<file path="config.mk">
export PLATFORM = sky130hd
export DESIGN_NAME = qzpm_ram
export DESIGN_NICKNAME = d
export VERILOG_FILES = /design/src/hw/rtl/qzpm_ram.sv
export SDC_FILE = /design/constraint.sdc
export NUM_CORES = 2
export LEC_CHECK = 0
export BUFFER_PORTS_ARGS = -buffer_cell sky130_fd_sc_hd__buf_2
export CORE_AREA = 4 4 567 569
export CTS_CLUSTER_DIAMETER = 80
export DETAILED_ROUTE_END_ITERATION = 10
export DIE_AREA = 0 0 571 573
export GPL_ROUTABILITY_DRIVEN = 0
export PLACE_DENSITY = 0.4
export RECOVER_POWER = 50
export SYNTH_ARGS = -nofsm -noshare
export SYNTH_HDL_FRONTEND = slang
export SYNTH_SLANG_ARGS = --single-unit
</file>
<file path="constraint.sdc">
create_clock -name clk -period 3.85 [get_ports clk]
set_clock_uncertainty 0.15 [all_clocks]
set_input_delay 0 -clock clk [delete_from_list [all_inputs] [get_ports clk]]
set_output_delay 0 -clock clk [all_outputs]
set_load 0.005 [all_outputs]
</file>
<file path="src/hw/rtl/qzpm_ram.sv">
`timescale 1ns / 1ps
// ----------------------------------------------------------------------------
// qzpm_ram
// Generic single-port RAM with registered read.
// ----------------------------------------------------------------------------
module qzpm_ram #(
  parameter int WIDTH = 32,
  parameter int DEPTH = 64
) (
  input  logic                     clk,
  input  logic                     we,
  input  logic [$clog2(DEPTH)-1:0] addr,
  input  logic [WIDTH-1:0]         wdata,
  output logic [WIDTH-1:0]         rdata
);

  logic [WIDTH-1:0] mem [DEPTH];

  always_ff @(posedge clk) begin
    if (we) mem[addr] <= wdata;
    rdata <= mem[addr];
  end

endmodule

</file>
======== Word level (Yosys, flattened, before mapping) ========
Memories as Yosys holds them, arrays and structs flattened. A register that Yosys moved wholly into a read port is not among the register bits.
Index checks and enable logic that the tools add are counted.
operators by class
  multiplexer cells ....................... 2
operator list
  cell     number
  $mux W1  2
word-level totals
  bits in writable memories ............... 2,048
  input port bits ......................... 40
  memories kept ........................... 1
  register bits after elaboration ......... 0
  output and inout bits ................... 32
memory list
  memory  words  width  read ports  clocked after memory_dff  wr ports  line  RTL
  mem     64     32     1           1                         1         17    logic [WIDTH-1:0] mem [DEPTH];

======== Longest topological paths before layout ========
  word-level depth ........................ 2
  depth in mapped cells ................... 13
  depth with buffers taken out ............ 6

======== Worst setup path after synthesis ========
No wires, ideal clock.
  path type ............................... input port to flip-flop
  start point ............................. input port addr[2]
  end point ............................... memory mem[15][0] (enable)
  data required time ...................... 3.279 ns
  slack ................................... 0.461 ns
  stages on the path ...................... 8
  setup time .............................. 0.421 ns
  path buffers ............................ 6
  arrival time ............................ 2.818 ns
  cells stage by stage .................... buf_2 buf_2 buf_2 buf_2 buf_2 buf_2 nand3_1 nor2_1
RTL lines
  item         line  RTL
  from (decl)  12    input logic [$clog2(DEPTH)-1:0] addr,
  to (decl)    17
Straight into the memory's write port.

==> results.ini <==
[global_routing]
grt_use_met3_pct = 2.22
grt_max_degree = 100
busiest_layer = met2
antenna_found_initial = 19
gr-usage-met2_pct = 24.5
grt_pass1_wl_um = 358000
grt_pass1_vias = 43492
grt_overflow = 0
grt.total_usage_pct = 15.3
use_met1_pct = 21.7

[status]
violations = capacitance limit, slew limit
run_status = finished with violations

[clock_network]
cts_tree = built
htree_levels = 4
numCtsBuffers = 221
cts-root-buf = clkbuf_16
ctsResizeCount = 0
cts.clk_slew.worst_paths_ns = 0.07
clk_latency_ns = 0.89
cts_buffer_depth = 4
clkSinkCount = 2080

[placed_design]
io_buffer_count = 71
pre_cts_ws_ns = 0.388
dp_hpwl_um = 156000
placed_cells = 8489

[synth]
avgSynthCellArea_um2 = 18.6
async_reset_ff_share_pct = 0
synth.cell_area_um2 = 78900
synth_fp_nets = 4279
ys_ff_latch = 2080
synth_area_leader_cell = edfxtp_1
yosys-top-cells-area = edfxtp_1, mux2i_1, mux4_2
yosysWarnings = 0
synth_edf_count = 2048
synth.top_cell.area_share_pct = 77.9
yosysSeqAreaShare_pct = 78.7
synth_ff_type = edfxtp_1
ys_types = 56
netlist_instances = 4239

[sta]
rsz0062_at_grt = no
final-setup-viol-count = 0
min_period_ns = 3.66
fin_hold_ws_ns = 0.239
max_freq_mhz = 273
relSlewSlack_pct = -127
drv_slew = 1775
period_share_pct = 95.0
tns_ns = 0
finalWorstSetupSlack_ns = 0.191
worstMarginPinSlew_ns = 3.41
hold_viol = 0

[critical_path]
required_ns = 4.52
slowest_stage = nor2b_2
critPathMaxStageDelay_ns = 0.84
crit_path_end_kind = flip-flop
worst-setup-path-type = in -> reg
arrival_ns = 4.33
startpoint_type = input port
crit_chain = dlygate4sd3_1 > buf_8 > buf_4 > nor2b_2 > buf_4 > a221oi_1 > o21ai_0 > o311ai_0 > dlygate4sd3_1 > nand4_1 > dlygate4sd3_1
cp_num_buf_inv = 6
crit_family = buffers and inverters
critPathMostFrequentCell = dlygate4sd3_1
cp_max_fo = 43

[final_layout]
syn_to_final_growth_pct = 18.7
fill_cells = 31194
finalNonFillerCells = 8937
final_util_pct = 29.6
nets = 4617
drive_gt1_share_pct = 18.9

[floorplanning]
fp.dieH_um = 573
core_um2 = 317000
die-area_um2 = 327000
rows = 207
start_util_pct = 24.9
fp.dieW_um = 571
io_pins = 72

[route]
via_per_inst = 4.81
avgRoutedWirePerCell_um = 28.8
antenna_left = 0
dr.pass1.iters = 6
drcViolationCount = 0
drt_iter0_markers = 3701
vias = 43004
wl_um = 257000

[pwr]
power.share.clock_pct = 42.4
p_switching_uw = 10700
powerDensity_nw_per_um2 = 516
switching_share_pct = 22.2
p_comb_share_pct = 5.4
seqPwrFrac_pct = 52.2
intPower_uw = 37600
ir_worst_vdd_v = 0.000328
p_leak_uw = 0.0294

[min_path]
hold_class = in -> reg

[flow_run]
drv_cap = 41

-- worst paths after layout --
kind	slack [ns]	to	cells after the start	startpoint
setup / recovery	0.19	rdata[0]	11	addr[1]
hold / removal	0.24	rdata[13]	6	addr[0]
setup reg to reg	1.06	rdata[0]	6	mem[9][0]
hold reg to reg	0.46	rdata[29]	3	mem[32][29]
-- metal layers --
| metal | routed length (µm) | up-vias |
|---|---|---|
| li1 | - | 18383 |
| met1 | 118000 | 23155 |
| met2 | 121000 | 1130 |
| met3 | 11600 | 336 |
| met4 | 6810 | 0 |
| met5 | 0 | - |
-- state kept, by name, summed over array words and instances, names as in the netlist --
name,cells
mem,2048
rdata,32
-- stage by stage --
step                cell area (µm²)  power [µW]
floorplan                     78900       26800
global placement              86600       28300
detailed placement            86600       28300
CTS                           93800       48900
global route                  93700       50000
finish                        93700       48300
-- logic make-up (layout without fill, tap and decap cells) --
kind of cell | count (synthesis) | after routing | synth area share [%]
AO/OA/AOI/OAI | 933 | 933 | 8.66
flip-flops | 2080 | 2080 | 78.7
AND/OR/NAND/NOR | 424 | 424 | 2.81
multiplexers | 502 | 502 | 8.12
buffers and inverters | 300 | 807 | 1.68
other | 0 | 11 | 0
-- cells in the mapped netlist (all sizes together) (2+ instances only) --
library cell	count
a22o	66
a2111oi	15
or4b	14
o221ai	6
a22oi	188
inv	2
nor2b	8
nand2	28
and2	5
or4	15
a31oi	43
mux4	96
and3b	2
nand3	54
nand4	3
a21oi	121
a221oi	175
a211oi	17
nor4	14
o22a	70
buf	129
a221o	15
mux2	147
nand2b	18
o2bb2ai	15
edfxtp	2048
a222oi	16
nor2	145
o21ai	85
and3	85
nor3	22
or3	4
nand3b	2
dfxtp	32
mux2i	259
o22ai	93
clkbuf	169
o311ai	2
-- what timing repair did --
action                     CTS  global route
hold buffers                45             0
hold endpoints to repair  2388             0
setup buffers                0             0
-- worst register-to-register path, delay by kind of cell (launching register included) --
family                 cells  cell delay, ns
AO/OA/AOI/OAI              2            0.89
AND/OR/NAND/NOR            3            0.67
buffers and inverters      1            0.59
flip-flops                 1            0.37
-- power groups by stage --
stage | logic (µW) | registers [µW] | clock network, µW
final | 2600 | 25200 | 20500
after CTS | 2700 | 25200 | 21000
after global placement | 2640 | 25700 | 0
after detailed placement | 2650 | 25700 | 0
after floorplan | 1200 | 25600 | 0
after global routing | 2780 | 25200 | 22000
-- layout by cell type (no fill, tap or decap), types with 32 or more instances in the layout --
cell | synthesis | final
dlygate4sd3_1 | 0 | 45
o22ai_1 | 93 | 93
mux2i_1 | 259 | 259
a22o_1 | 66 | 66
clkbuf_1 | 168 | 140
edfxtp_1 | 2048 | 2048
o21ai_0 | 84 | 84
nor2_4 | 0 | 67
a21oi_1 | 121 | 121
a22oi_1 | 188 | 188
clkinv_1 | 0 | 57
mux2_2 | 147 | 147
buf_12 | 3 | 47
o22a_1 | 70 | 70
nand3_1 | 54 | 53
buf_4 | 8 | 218
a31oi_1 | 43 | 43
and3_1 | 85 | 85
a221oi_1 | 175 | 175
mux4_2 | 96 | 96
clkbuf_16 | 0 | 223
dfxtp_1 | 32 | 32
nor2_1 | 145 | 77
-- cell type report --
| class | instances | area, µm² | area share [%] |
|---|---|---|---|
| Sequential cell | 2080 | 62100 | 66.3 |
| Multi-Input combinational cell | 1859 | 16100 | 17.1 |
| Clock buffer | 283 | 5860 | 6.25 |
| Tap cell | 4180 | 5230 | 5.58 |
| Timing Repair Buffer | 413 | 3470 | 3.70 |
| Clock inverter | 109 | 893 | 0.954 |
| Antenna cell | 11 | 27.5 | 0.0294 |
| Inverter | 2 | 15.0 | 0.0160 |
No activity file was read; power rests on OpenSTA's default activity.
